### src/rtl/core/assert_macros.svh
// assertion macros shared by the rtl of the column color run scanner
// expects clk_i and rst_ni in the scope where a macro is used
`ifndef ASSERT_MACROS_SVH
`define ASSERT_MACROS_SVH

// clocked check, off while reset is asserted
`define ASSERT_CLK(label, prop, msg) \
  label: assert property (@(posedge clk_i) disable iff (!rst_ni) (prop)) else $error(msg);

// clocked check that also holds during reset
`define ASSERT_ALWAYS(label, prop, msg) \
  label: assert property (@(posedge clk_i) (prop)) else $error(msg);

`endif

### src/rtl/core/ccrs_pkg.sv
// types and constants of the column color run scanner
// no dependencies
package ccrs_pkg;

  // fixed field widths
  localparam int unsigned CLASS_W = 8;
  localparam int unsigned FIELD_COORD_W = 10;
  localparam int unsigned STEP_W = 4;
  localparam int unsigned CFG_IDX_W = 3;
  localparam int unsigned CFG_DATA_W = 8;

  // default coordinate width and reset values
  localparam int unsigned COORD_BITS = 10;
  localparam logic [7:0] RUN_THR_RST = 8'd10;
  localparam logic [7:0] FIELD_THR_RST = 8'd2;
  localparam logic [3:0] ROW_STEP_RST = 4'd3;

  // result queue depth
  localparam int unsigned FIFO_DEPTH = 4;

  // register indexes
  localparam logic [CFG_IDX_W-1:0] REG_TARGET_COLOR = 3'd0;
  localparam logic [CFG_IDX_W-1:0] REG_BALL_COLOR = 3'd1;
  localparam logic [CFG_IDX_W-1:0] REG_FIELD_COLOR_A = 3'd2;
  localparam logic [CFG_IDX_W-1:0] REG_FIELD_COLOR_B = 3'd3;
  localparam logic [CFG_IDX_W-1:0] REG_RUN_THRESHOLD = 3'd4;
  localparam logic [CFG_IDX_W-1:0] REG_FIELD_THRESHOLD = 3'd5;
  localparam logic [CFG_IDX_W-1:0] REG_ROW_STEP = 3'd6;

  // result kinds
  localparam logic KIND_BALL = 1'b0;
  localparam logic KIND_LINE = 1'b1;

  typedef struct packed {
    logic [CLASS_W-1:0]       pixel_class;
    logic [FIELD_COORD_W-1:0] column;
    logic [FIELD_COORD_W-1:0] row;
    logic                     column_end;
  } pix_in_t;

  typedef struct packed {
    logic                     result_kind;
    logic [FIELD_COORD_W-1:0] out_column;
    logic [FIELD_COORD_W-1:0] out_row;
    logic                     found;
    logic                     last;
  } res_out_t;

endpackage

### src/rtl/core/column_color_run_scanner_top.sv
// top level of the column color run scanner: scan logic and result queue
// depends on ccrs_pkg and assert_macros.svh
//
// Usage:
// - input channel in_valid_i/in_ready_o/in_data_i carries one sampled pixel per
//   request, bottom to top within a column, column_end set on its last sample
// - output channel out_valid_o/out_ready_i/out_data_o carries results: a ball
//   candidate (first ball pixel after enough field pixels) and, on column end,
//   the line result; last marks the final result of one request
// - configuration is written through cfg_we_i/cfg_idx_i/cfg_data_i, only while
//   no request is in flight
// - a result is written into the registered result queue when its request is accepted
// - throughput: one request per cycle while in_ready_o is high; a request with two results
//   occupies the output port for both of them, and the four-entry result queue absorbs this
// - in_ready_o drops when the result queue has fewer than two free entries,
//   so a stalled receiver holds off new requests without losing results
// - reset clears the scan state and the queue and loads register defaults;
//   no clearing pass is needed
`include "assert_macros.svh"

module column_color_run_scanner_top #(
  parameter int unsigned CoordBits = ccrs_pkg::COORD_BITS
) (
  input  logic                                clk_i,
  input  logic                                rst_ni,
  input  logic                                cfg_we_i,
  input  logic [ccrs_pkg::CFG_IDX_W-1:0]      cfg_idx_i,
  input  logic [ccrs_pkg::CFG_DATA_W-1:0]     cfg_data_i,
  input  logic                                in_valid_i,
  output logic                                in_ready_o,
  input  ccrs_pkg::pix_in_t                   in_data_i,
  output logic                                out_valid_o,
  input  logic                                out_ready_i,
  output ccrs_pkg::res_out_t                  out_data_o
);
  import ccrs_pkg::*;

  localparam int unsigned PtrW = $clog2(FIFO_DEPTH);
  localparam int unsigned CntW = PtrW + 1;
  localparam int unsigned SumW = CoordBits + 13;
  localparam logic [CoordBits-1:0] CoordMax = {CoordBits{1'b1}};

  // configuration registers
  logic [7:0] target_color_q, ball_color_q, field_color_a_q, field_color_b_q;
  logic [7:0] run_thr_q, field_thr_q;
  logic [STEP_W-1:0] row_step_q;

  always_ff @(posedge clk_i or negedge rst_ni) begin
    if (!rst_ni) begin
      target_color_q  <= '0;
      ball_color_q    <= '0;
      field_color_a_q <= '0;
      field_color_b_q <= '0;
      run_thr_q       <= RUN_THR_RST;
      field_thr_q     <= FIELD_THR_RST;
      row_step_q      <= ROW_STEP_RST;
    end else if (cfg_we_i) begin
      case (cfg_idx_i)
        REG_TARGET_COLOR:    target_color_q  <= cfg_data_i;
        REG_BALL_COLOR:      ball_color_q    <= cfg_data_i;
        REG_FIELD_COLOR_A:   field_color_a_q <= cfg_data_i;
        REG_FIELD_COLOR_B:   field_color_b_q <= cfg_data_i;
        REG_RUN_THRESHOLD:   run_thr_q       <= cfg_data_i;
        REG_FIELD_THRESHOLD: field_thr_q     <= cfg_data_i;
        REG_ROW_STEP:        row_step_q      <= cfg_data_i[STEP_W-1:0];
        default: ;
      endcase
    end
  end

  // scan state
  logic [7:0] run_count_q, run_count_d;
  logic [7:0] field_count_q, field_count_d;
  logic line_found_q, line_found_d;
  logic [CoordBits-1:0] line_row_q, line_row_d;
  logic ball_found_q, ball_found_d;

  // result queue
  res_out_t fifo_q [FIFO_DEPTH];
  logic [PtrW-1:0] rd_ptr_q, wr_ptr_q;
  logic [CntW-1:0] count_q, count_d;

  logic in_fire, out_fire;
  assign in_ready_o = (count_q <= CntW'(FIFO_DEPTH - 2));
  assign in_fire    = in_valid_i && in_ready_o;
  assign out_valid_o = (count_q != '0);
  assign out_fire   = out_valid_o && out_ready_i;
  assign out_data_o = fifo_q[rd_ptr_q];

  // per-request scan logic
  logic [CoordBits-1:0] col_m, row_m;
  logic [7:0] thr;
  logic [7:0] fc_inc, rc_inc;
  logic is_field, ball_hit, col_end;
  logic [11:0] offs;
  logic [SumW-1:0] row_sum, row_val;
  logic [CoordBits-1:0] row_clamped;
  res_out_t res_ball, res_line, res0, res1;
  logic [1:0] push_n;

  assign col_m   = CoordBits'(in_data_i.column);
  assign row_m   = CoordBits'(in_data_i.row);
  assign col_end = in_data_i.column_end;
  assign thr     = (run_thr_q == '0) ? 8'd1 : run_thr_q;
  assign offs    = thr * row_step_q;

  // line row: row + thr * step - 1, clamped to the coordinate range
  always_comb begin
    row_sum = SumW'(row_m) + SumW'(offs);
    row_val = (row_sum == '0) ? '0 : row_sum - SumW'(1);
    row_clamped = (row_val > SumW'(CoordMax)) ? CoordMax : row_val[CoordBits-1:0];
  end

  // ball search, then run search, then column end
  always_comb begin
    field_count_d = field_count_q;
    ball_found_d  = ball_found_q;
    run_count_d   = run_count_q;
    line_found_d  = line_found_q;
    line_row_d    = line_row_q;
    ball_hit      = 1'b0;
    is_field      = (in_data_i.pixel_class == field_color_a_q) ||
                    (in_data_i.pixel_class == field_color_b_q);
    fc_inc        = (field_count_q == 8'hFF) ? field_count_q : field_count_q + 8'd1;
    rc_inc        = (run_count_q == 8'hFF) ? run_count_q : run_count_q + 8'd1;

    if (!ball_found_q) begin
      if (is_field) begin
        field_count_d = fc_inc;
      end
      if (in_data_i.pixel_class == ball_color_q && field_count_d >= field_thr_q) begin
        ball_hit     = 1'b1;
        ball_found_d = 1'b1;
      end
    end

    if (!line_found_q) begin
      if (in_data_i.pixel_class == target_color_q) begin
        run_count_d = rc_inc;
        if (rc_inc >= thr) begin
          line_row_d   = row_clamped;
          line_found_d = 1'b1;
        end
      end else begin
        run_count_d = '0;
      end
    end

    res_ball.result_kind = KIND_BALL;
    res_ball.out_column  = FIELD_COORD_W'(col_m);
    res_ball.out_row     = FIELD_COORD_W'(row_m);
    res_ball.found       = 1'b0;
    res_ball.last        = !col_end;

    res_line.result_kind = KIND_LINE;
    res_line.out_column  = FIELD_COORD_W'(col_m);
    res_line.out_row     = line_found_d ? FIELD_COORD_W'(line_row_d) : '0;
    res_line.found       = line_found_d;
    res_line.last        = 1'b1;

    res0 = ball_hit ? res_ball : res_line;
    res1 = res_line;
    push_n = {1'b0, ball_hit} + {1'b0, col_end};

    if (col_end) begin
      run_count_d   = '0;
      field_count_d = '0;
      line_found_d  = 1'b0;
      line_row_d    = '0;
      ball_found_d  = 1'b0;
    end
  end

  // state update on each accepted request
  always_ff @(posedge clk_i or negedge rst_ni) begin
    if (!rst_ni) begin
      run_count_q   <= '0;
      field_count_q <= '0;
      line_found_q  <= 1'b0;
      line_row_q    <= '0;
      ball_found_q  <= 1'b0;
    end else if (in_fire) begin
      run_count_q   <= run_count_d;
      field_count_q <= field_count_d;
      line_found_q  <= line_found_d;
      line_row_q    <= line_row_d;
      ball_found_q  <= ball_found_d;
    end
  end

  // queue occupancy
  always_comb begin
    count_d = count_q;
    if (in_fire) begin
      count_d = count_d + CntW'(push_n);
    end
    if (out_fire) begin
      count_d = count_d - CntW'(1);
    end
  end

  // queue pointers
  always_ff @(posedge clk_i or negedge rst_ni) begin
    if (!rst_ni) begin
      rd_ptr_q <= '0;
      wr_ptr_q <= '0;
      count_q  <= '0;
    end else begin
      count_q <= count_d;
      if (out_fire) begin
        rd_ptr_q <= rd_ptr_q + PtrW'(1);
      end
      if (in_fire) begin
        wr_ptr_q <= wr_ptr_q + PtrW'(push_n);
      end
    end
  end

  // queue payload writes, up to two entries per request
  always_ff @(posedge clk_i) begin
    if (in_fire && push_n != 2'd0) begin
      fifo_q[wr_ptr_q] <= res0;
    end
    if (in_fire && push_n == 2'd2) begin
      fifo_q[wr_ptr_q + PtrW'(1)] <= res1;
    end
  end

  // checks
  `ASSERT_ALWAYS(a_count_bound, !rst_ni || count_q <= CntW'(FIFO_DEPTH), "result queue overflow")
  `ASSERT_CLK(a_col_end_clears, in_fire && col_end |=> !line_found_q && !ball_found_q && run_count_q == '0 && field_count_q == '0, "state not cleared at column end")
  `ASSERT_CLK(a_line_holds, line_found_q && !(in_fire && col_end) |=> line_found_q && $stable(line_row_q), "line row changed after being found")
  `ASSERT_CLK(a_field_frozen, ball_found_q && !(in_fire && col_end) |=> $stable(field_count_q) && ball_found_q, "field count moved after ball found")
  `ASSERT_CLK(a_two_results_room, in_fire && push_n == 2'd2 |-> count_q <= CntW'(FIFO_DEPTH - 2), "no room for two results")

endmodule

### config.mk
export PLATFORM = sky130hd
export DESIGN_NAME = column_color_run_scanner_top
export DESIGN_NICKNAME = d
export VERILOG_FILES = /design/src/rtl/core/ccrs_pkg.sv /design/src/rtl/core/column_color_run_scanner_top.sv
export VERILOG_INCLUDE_DIRS = /design/src /design/src/rtl/core
export SDC_FILE = /design/constraint.sdc
export NUM_CORES = 1
export LEC_CHECK = 0
export ABC_AREA = 1
export BUFFER_PORTS_ARGS = -buffer_cell sky130_fd_sc_hd__buf_4
export CORE_UTILIZATION = 28
export DETAILED_ROUTE_END_ITERATION = 7
export HOLD_SLACK_MARGIN = 0.1
export PLACE_DENSITY = 0.47
export RECOVER_POWER = 50
export SYNTH_ARGS = -nofsm -noshare
export SYNTH_HDL_FRONTEND = slang
export SYNTH_SLANG_ARGS = --single-unit
### constraint.sdc
create_clock -name clk_i -period 6.3 [get_ports clk_i]
set_input_delay 0.315 -clock clk_i [delete_from_list [all_inputs] [get_ports clk_i]]
set_output_delay 0.315 -clock clk_i [all_outputs]
set_load 0.03 [all_outputs]
==> impl_metrics.tcl, run 1 <==
set metrics [dict create \
    synth_nets 1439 \
    port-buffer-count 69 \
    synth_top_area_cell "edfxtp_1" \
    critPathKind "reg -> reg" \
    fin_nets 1505 \
    multi_input_area_um2 5340 \
    firstDrtPassIters 5 \
    status "complete, but fails checks" \
    grt_pass1_wl_mm 47.5 \
    cts_tree "yes" \
    setup_viol 0 \
    dr_total_vias 8822 \
    ff2ff_setup_slack_ns 0.89 \
    setup-tns-final_ns 0 \
    grt_pass1_vias 8654 \
    ir_drop_v 0.000203 \
    fin_util_pct 32.8 \
    cp.arrival_ns 5.70 \
    worst_setup_path_end_kind "flip-flop" \
    p_leak_nw 5.79 \
    drc 0 \
    powerDensity_nw_per_um2 359 \
    synthCells 1326 \
    root_buffer "clkbuf_16" \
    slew_headroom_pct -116 \
    ff_latch_area_um2 4870 \
    grt_max_degree 58 \
    yosys_most_used_dff "edfxtp_1" \
    cts_inserted_buffers 17 \
    fin_skew_ns 0.0196 \
    crit_buf_inv 11 \
    area_growth_pct 14.8 \
    r2r-end "fifo_q[3][12]$_DFFE_PP_" \
    synth.top_cell.area_share_pct 22.8 \
    insertedDiodeCount 0 \
    layout_commonest_cell "nand2_1" \
    place.gp.congestion 0.769 \
    htreeDepth 4 \
    drv_cap 2 \
    synth_top_cells_by_area "edfxtp_1 23%, dfrtp_1 19%, nand2_1 8.6%, inv_1 6.0%, o21ai_0 5.8%" \
    yosys_warnings 0 \
    worst_hold_slack_ns 0.133 \
    cp-start-kind "flip-flop" \
    ant_nets 0 \
    cts_resized 0 \
    cp_max_fo 23 \
    initial_core_util_pct 28.5 \
    layout_common_cells "254 x nand2_1, 176 x inv_1, 133 x nor2_1" \
    drt-initial-drc-count 489 \
    failed_checks "capacitance limit, slew limit" \
    pin_count 70 \
    yosysSeqAreaShare_pct 43.9 \
    clkLatencyLatePin_ns 0.46 \
    drive_gt1_share_pct 11.5 \
    hold_violations 0 \
    wl_mm 28.8 \
    hpwl_mm 21.2 \
    crit_family "simple AND/OR/NAND/NOR gates" \
    crit_path_top_delay_cell "o21ai_1" \
    viasPerCell 4.59 \
    final.period_utilization_pct 85.9 \
    clock_sinks 179 \
    gr-total-overflow 0 \
    synth-async-reset-ratio_pct 48.6 \
    routedWlPerCell_um 15.0 \
    hp-start "out_ready_i" \
    ys_seq_elements 179 \
    clk_pin_slew_ns 0.08 \
    core_area_um2 38800 \
    worstHoldPathCells 3 \
    rsz0062_at_grt "no" \
    fillers 4163 \
    antenna_found_initial 1 \
    reg2reg_from "field_count_q[0]$_DFFE_PN0P_" \
    die_area_um2 40400 \
    max_stage_delay_ns 0.46 \
    dieHeight_um 201 \
    grt.total_usage_pct 14.9 \
    worstHoldPathType "in -> reg" \
    r2r_cells 29 \
    holdPathEnd "rd_ptr_q[0]$_DFFE_PN0P_" \
    final.min_clock_period_ns 5.41 \
    tightest_slew_ns 3.24 \
    row_count 72 \
    syn-cell-area_um2 11100 \
    max_freq_ghz 0.185 \
    crit_required_ns 6.60 \
    die_x_um 201 \
    drv_slew 90 \
    synth-edff-count 84 \
    yosysUniqueCellTypes 51 \
    postSynthAreaPerCell_um2 8.35 \
    crit_top_cell "inv_1" \
    clock_path_buffers 2 \
]
==> worst max path at each step <==
stage	to	cells past startpoint	startpoint	slack, ns
final	fifo_q[3][12]$_DFFE_PP_	29	field_count_q[0]$_DFFE_PN0P_	0.89
after global routing	fifo_q[3][21]$_DFFE_PP_	29	field_count_q[0]$_DFFE_PN0P_	0.25
after CTS	fifo_q[3][21]$_DFFE_PP_	29	field_count_q[0]$_DFFE_PN0P_	0.88
after detailed placement	fifo_q[3][21]$_DFFE_PP_	29	field_count_q[0]$_DFFE_PN0P_	0.94
after global placement	fifo_q[3][21]$_DFFE_PP_	29	field_count_q[0]$_DFFE_PN0P_	1.00
after floorplan	fifo_q[0][12]$_DFFE_PP_	28	field_count_q[0]$_DFFE_PN0P_	1.64
==> power by group <==
part,leakage (nW),internal (mW),switching (mW)
clock network,0.293,0.575,0.494
logic,3.54,0.624,1.35
registers,1.96,1.40,0.127
==> cell families after synthesis <==
family	synth area share (%)
muxes	0.181
adders and majority gates	9.17
and+or+nand+nor	25.7
buffers and inverters	7.88
xor gates and xnor gates	3.47
DFF	43.9
AOI/OAI and AO/OA	9.66
==> metal layers <==
metal  up-vias  part of all wire [%]  wire length (um)  GRT usage, %
met5         -                     0                 0             0
met4         0                   1.4               390          3.98
met3        19                   2.9               828          2.45
met2       124                    47             13500          24.4
met1      4153                    49             14000          20.3
li1       4526                     -                 -             -
==> what timing repair did <==
item | in CTS | in global routing
hold buffers | 1 | 0
hold endpoints to repair | 26 | 0
setup buffers | 0 | 0
==> registers in the layout, indices dropped and copies added, names as in the netlist, 8 cells and up <==
register,flops
ball_color_q,8
field_color_a_q,8
field_color_b_q,8
field_count_q,8
field_thr_q,8
fifo_q,92
line_row_q,10
run_count_q,8
run_thr_q,8
target_color_q,8
==> worst reg2reg max path: cells and delay by family, from the launching register on <==
family          cells  cell delay, ns
fa+ha+maj           3            0.67
buf+inv            11            1.52
flops               1            0.40
compound gates      2            0.59
xor+xnor            1            0.19
simple gates       12            1.87
==> synthesized netlist by cell type, types with 4 or more instances <==
cell      count
dfxtp_1       8
nor3_1       16
clkbuf_1     34
inv_1       177
clkinv_1      6
nand2_4       4
dfrtp_1      82
edfxtp_1     84
nand2_1     254
a31oi_1       4
nand3_1      91
xnor2_1      25
nand4_2       7
fa_1         22
nand3_2       8
buf_2         5
nand2_2      14
o21ai_0     129
dfstp_2       5
o22ai_1      31
a21oi_1      23
ha_1         46
and2_4        4
o21ai_1       6
nor2_1      132
xor2_1       17
nand4_1      40
or2_2        16
==> area by class of cell <==
type                            count  area share, %
Clock buffer                       23           3.94
Clock inverter                      9          0.649
Inverter                          185           5.46
Multi-Input combinational cell    920           42.0
Sequential cell                   179           38.3
Tap cell                          518           5.10
Timing Repair Buffer               89           4.64
==> metrics by stage <==
step	total power, mW	instances	instance area (um^2)	setup slack, ns
final	4.57	1923	12700	0.891
after global routing	4.94	1923	12700	0.247
after CTS	4.75	1923	12800	0.881
after detailed placement	3.66	1890	12200	0.939
after global placement	3.64	1890	12200	1.00
after floorplan	3.03	1326	11100	1.64
Note: power is estimated with default switching activity, not from simulation.
==> inputs of run 2 (changes only) <==
--- a/config.mk
+++ b/config.mk
@@ -8,10 +8,10 @@
 export LEC_CHECK = 0
 export ABC_AREA = 1
 export BUFFER_PORTS_ARGS = -buffer_cell sky130_fd_sc_hd__buf_4
-export CORE_UTILIZATION = 28
+export CORE_UTILIZATION = 62
 export DETAILED_ROUTE_END_ITERATION = 7
 export HOLD_SLACK_MARGIN = 0.1
-export PLACE_DENSITY = 0.47
+export PLACE_DENSITY = 0.85
 export RECOVER_POWER = 50
 export SYNTH_ARGS = -nofsm -noshare
 export SYNTH_HDL_FRONTEND = slang
==> impl_metrics.tcl, run 2 (synthesis results as in run 1) <==
set metrics [dict create \
    status "complete, but fails checks" \
    failed_checks "capacitance limit, slew limit" \
    dieHeight_um 136 \
    clkLatencyLatePin_ns 0.45 \
    hpwl_mm 18.3 \
    grt_pass1_vias 8932 \
    postCtsHoldBufs 0 \
    htreeDepth 4 \
    cts_resized 0 \
    fin_nets 1502 \
    cp.arrival_ns 5.80 \
    dr_total_vias 9370 \
    clk_pin_slew_ns 0.07 \
    setup_viol 0 \
    cp_max_fo 23 \
    stdcell_count 1627 \
    viasPerCell 5.76 \
    worst_setup_path_end_kind "flip-flop" \
    crit_path_top_delay_cell "o21ai_1" \
    grt_pass1_wl_mm 42.7 \
    slew_headroom_pct -208 \
    root_buffer "clkbuf_16" \
    routedWlPerCell_um 15.8 \
    clock_sinks 179 \
    rsz0062_at_grt "no" \
    reg_top3 "fifo_q: 92 flops, line_row_q: 10 flops" \
    firstDrtPassIters 5 \
    drc 0 \
    grt.total_usage_pct 29.6 \
    max_stage_delay_ns 0.44 \
    critPathKind "reg -> reg" \
    area_growth_pct 11.2 \
    cts_inserted_buffers 17 \
    port-buffer-count 69 \
    tightest_slew_ns 4.62 \
    cts_tree "yes" \
    worstHoldPathCells 3 \
    place.gp.congestion 0.882 \
    wl_mm 25.7 \
    ant_nets 0 \
    worstHoldPathType "in -> reg" \
    antenna_found_initial 0 \
    gr-total-overflow 0 \
    layout_common_cells "253 x nand2_1, 177 x inv_1, 133 x nor2_1" \
    drv_slew 88 \
    dp_slack_ns 0.654 \
    fin_skew_ns 0.0161 \
    hold_violations 0 \
    fin_util_pct 71.0 \
    final.min_clock_period_ns 5.52 \
    layout_commonest_cell "nand2_1" \
    core_area_um2 17400 \
    ff2ff_setup_slack_ns 0.78 \
    max_freq_ghz 0.181 \
    powerDensity_nw_per_um2 369 \
    drive_gt1_share_pct 11.5 \
    initial_core_util_pct 63.8 \
    setup-tns-final_ns 0 \
    finalInstanceArea_um2 12300 \
    setup_ws_ns 0.782 \
    largest_register "fifo_q" \
    grt_max_degree 88 \
    row_count 48 \
    final.period_utilization_pct 87.6 \
    pin_count 70 \
    ir_drop_v 0.000223 \
    insertedDiodeCount 0 \
    crit_required_ns 6.59 \
    r2r_cells 28 \
    clock_path_buffers 2 \
    die_area_um2 18400 \
    place_area_um2 11800 \
    drt-initial-drc-count 983 \
    postCtsSetupRepairBufs 0 \
    dpl.cell_count 1595 \
    die_x_um 136 \
    p_leak_nw 5.77 \
    largest_register_ffs 92 \
    crit_top_cell "inv_1" \
    cp-start-kind "flip-flop" \
    drv_cap 1 \
]
run 2: cell types whose count changed in the layout (fill, tap and decap cells not counted), sizes merged:
cell / delta
buf: -1
bufinv: +1
clkbuf: -6
clkinv: -1
clkinvlp: +2
dlygate4sd3: -1
inv: +3
run 2: power breakdown:
| group | switching (mW) | internal (mW) |
|---|---|---|
| Sequential | 0.131 | 1.40 |
| Combinational | 1.33 | 0.624 |
| Clock | 0.500 | 0.565 |
| Total | 1.96 | 2.59 |
run 2: cell type report:
class | count | area [um^2]
inverter | 185 | 698
clock buffer | 18 | 429
tap | 225 | 282
fill | 1323 | 5040
sequential | 179 | 4870
timing repair buffer | 86 | 544
clock inverter | 14 | 160
multi-input combinational | 920 | 5340
run 2: path summary, 6_finish.rpt:
| kind | startpoint | end |
|---|---|---|
| setup / recovery | field_count_q[0]$_DFFE_PN0P_ | fifo_q[3][13]$_DFFE_PP_ |
| hold / removal | out_ready_i | rd_ptr_q[0]$_DFFE_PN0P_ |
| setup reg to reg | field_count_q[0]$_DFFE_PN0P_ | fifo_q[3][13]$_DFFE_PP_ |
| hold reg to reg | fifo_q[1][22]$_SDFFE_PP1P_ | fifo_q[1][22]$_SDFFE_PP1P_ |
| max in group asynchronous | rst_ni | line_row_q[1]$_DFFE_PN0P_ |
| min in group asynchronous | rst_ni | ball_color_q[4]$_DFFE_PN0P_ |
run 2: worst max-delay path: cells and delay by family (launching register included):
kind            cells  cell delay, ns
buf+inv            10            1.55
simple gates       12            1.84
fa+ha+maj           3            0.79
flops               1            0.39
xor+xnor            1            0.22
compound gates      2            0.56
run 2: per-stage QoR:
step                      hold slack, ns  total power, mW
final                              0.138             4.55
after detailed placement           0.446             3.59
after CTS                          0.106             4.65
after global routing               0.142             4.84
after floorplan                   0.0194             3.03
after global placement             0.445             3.51
run 2: per-layer routing:
| metal | vias to the layer above | wire (um) | track usage [%] |
|---|---|---|---|
| met2 | 338 | 12800 | 51.2 |
| met1 | 4463 | 11000 | 38.7 |
| met4 | 0 | 431 | 9.11 |
| met5 | - | 0 | 0 |
| met3 | 42 | 1500 | 3.52 |
| li1 | 4527 | - | - |
==> inputs of run 3 (changes only) <==
--- a/config.mk
+++ b/config.mk
@@ -13,6 +13,7 @@
 export HOLD_SLACK_MARGIN = 0.1
 export PLACE_DENSITY = 0.85
 export RECOVER_POWER = 50
+export REMOVE_ABC_BUFFERS = 1
 export SYNTH_ARGS = -nofsm -noshare
 export SYNTH_HDL_FRONTEND = slang
 export SYNTH_SLANG_ARGS = --single-unit
==> impl_metrics.tcl, run 3 (synthesis results as in run 1) <==
set metrics [dict create \
    core_area_um2 17400 \
    grt_max_degree 60 \
    area_growth_pct 10.8 \
    clock_sinks 179 \
    dr_total_vias 9356 \
    status "complete, but fails checks" \
    die_x_um 136 \
    clockPowerShare_pct 22.6 \
    hold_violations 0 \
    setup_viol 0 \
    powerDensity_nw_per_um2 365 \
    place.gp.congestion 0.881 \
    p_sw_mw 1.91 \
    stdcell_count 1628 \
    die_area_um2 18400 \
    dpl.cell_count 1595 \
    largest_register "fifo_q" \
    firstDrtPassIters 6 \
    internal_power_mw 2.57 \
    grt.total_usage_pct 28.9 \
    drt-initial-drc-count 974 \
    layout_common_cells "253 x nand2_1, 177 x inv_1, 133 x nor2_1" \
    insertedDiodeCount 0 \
    routedWlPerCell_um 15.5 \
    p_comb_share_pct 43.3 \
    fin_nets 1503 \
    fin_util_pct 70.7 \
    gr-total-overflow 0 \
    p_sw_share_pct 42.7 \
    htreeDepth 4 \
    finalInstanceArea_um2 12300 \
    slew_headroom_pct -112 \
    pwr-share-seq_pct 34.2 \
    port-buffer-count 69 \
    ff_latch_area_um2 4870 \
    cp_max_fo 23 \
    ir_drop_v 0.000239 \
    worst_setup_path_end_kind "flip-flop" \
    cp-start-kind "flip-flop" \
    ant_nets 0 \
    crit_top_cell "inv_1" \
    root_buffer "clkbuf_16" \
    final.min_clock_period_ns 5.65 \
    wl_mm 25.2 \
    tightest_slew_ns 3.17 \
    cts_tree "yes" \
    setup_ws_ns 0.650 \
    failed_checks "capacitance limit, slew limit" \
    critPathKind "reg -> reg" \
    rsz0062_at_grt "no" \
    p_leak_nw 5.75 \
    worst_hold_slack_ns 0.174 \
    reg_top3 "fifo_q: 92 flops, line_row_q: 10 flops" \
    max_stage_delay_ns 0.45 \
    row_count 48 \
    layout_commonest_cell "nand2_1" \
    grt_pass1_vias 8657 \
    antenna_found_initial 0 \
    cp.arrival_ns 5.93 \
    crit_path_top_delay_cell "o21ai_1" \
    fillers 1331 \
    clk_pin_slew_ns 0.07 \
    final.period_utilization_pct 89.7 \
    drv_slew 60 \
    fin_skew_ns 0.0146 \
    clock_path_buffers 2 \
    hpwl_mm 18.2 \
    worstHoldPathType "in -> reg" \
    cts_inserted_buffers 17 \
    pin_count 70 \
    dieHeight_um 136 \
    grt_pass1_wl_mm 41.6 \
    max_freq_ghz 0.177 \
    power.total_mw 4.48 \
    dp_slack_ns 0.650 \
    drc 0 \
    multi_input_area_um2 5330 \
    crit_required_ns 6.58 \
    largest_register_ffs 92 \
    viasPerCell 5.75 \
    drv_cap 2 \
    drive_gt1_share_pct 11.2 \
    clkLatencyLatePin_ns 0.44 \
    initial_core_util_pct 63.8 \
    setup-tns-final_ns 0 \
    place_area_um2 11800 \
]
run 3: routing by layer:
layer | routed length (um) | GRT usage, % | vias to the layer above
met2 | 12300 | 48.1 | 383
met3 | 1680 | 5.16 | 52
met5 | 0 | 0 | -
met4 | 500 | 10.3 | 0
li1 | - | - | 4524
met1 | 10800 | 37.9 | 4397
run 3: critical path: cells and delay by family, from the launching register on:
kind,cells,cell delay (ns)
AND/OR/NAND/NOR,12,1.88
adder cells (fa/ha/maj),3,0.80
flip-flops,1,0.39
buffers and inverters,10,1.59
XOR/XNOR,1,0.22
AO/OA/AOI/OAI,2,0.58
run 3: repair_timing:
action,in CTS,in global routing
setup buffers,0,0
gates resized for setup,0,2
endpoints found under the hold margin,28,0
hold buffers,1,0
setup endpoints to repair,0,10
run 3: layout make-up:
type                            instances  share of cell area (%)
Clock buffer                           17                    3.47
Clock inverter                         15                    1.06
Inverter                              185                    5.69
Multi-Input combinational cell        920                    43.4
Sequential cell                       179                    39.6
Tap cell                              225                    2.29
Timing Repair Buffer                   87                    4.42
run 3: worst paths after layout:
kind                                               from                     endpoint  slack (ns)  cells past startpoint
max                        field_count_q[0]$_DFFE_PN0P_      fifo_q[0][14]$_DFFE_PP_        0.65                     28
min                                         out_ready_i      rd_ptr_q[0]$_DFFE_PN0P_        0.17                      3
max reg2reg                field_count_q[0]$_DFFE_PN0P_      fifo_q[0][14]$_DFFE_PP_        0.65                     28
min reg2reg                  fifo_q[3][22]$_SDFFE_PP1P_   fifo_q[3][22]$_SDFFE_PP1P_        0.46                      2
max in group asynchronous                        rst_ni    line_row_q[5]$_DFFE_PN0P_        1.85                      3
min in group asynchronous                        rst_ni  ball_color_q[6]$_DFFE_PN0P_        0.76                      2
run 3: power groups by stage:
stage	sequential [mW]	clock, mW	combinational, mW
2_1_floorplan	1.55	0	1.45
3_3_place_gp	1.54	0	1.98
3_5_place_dp	1.55	0	2.03
4_1_cts	1.53	1.02	2.05
5_1_grt	1.55	1.06	2.18
6_report	1.53	1.01	1.94
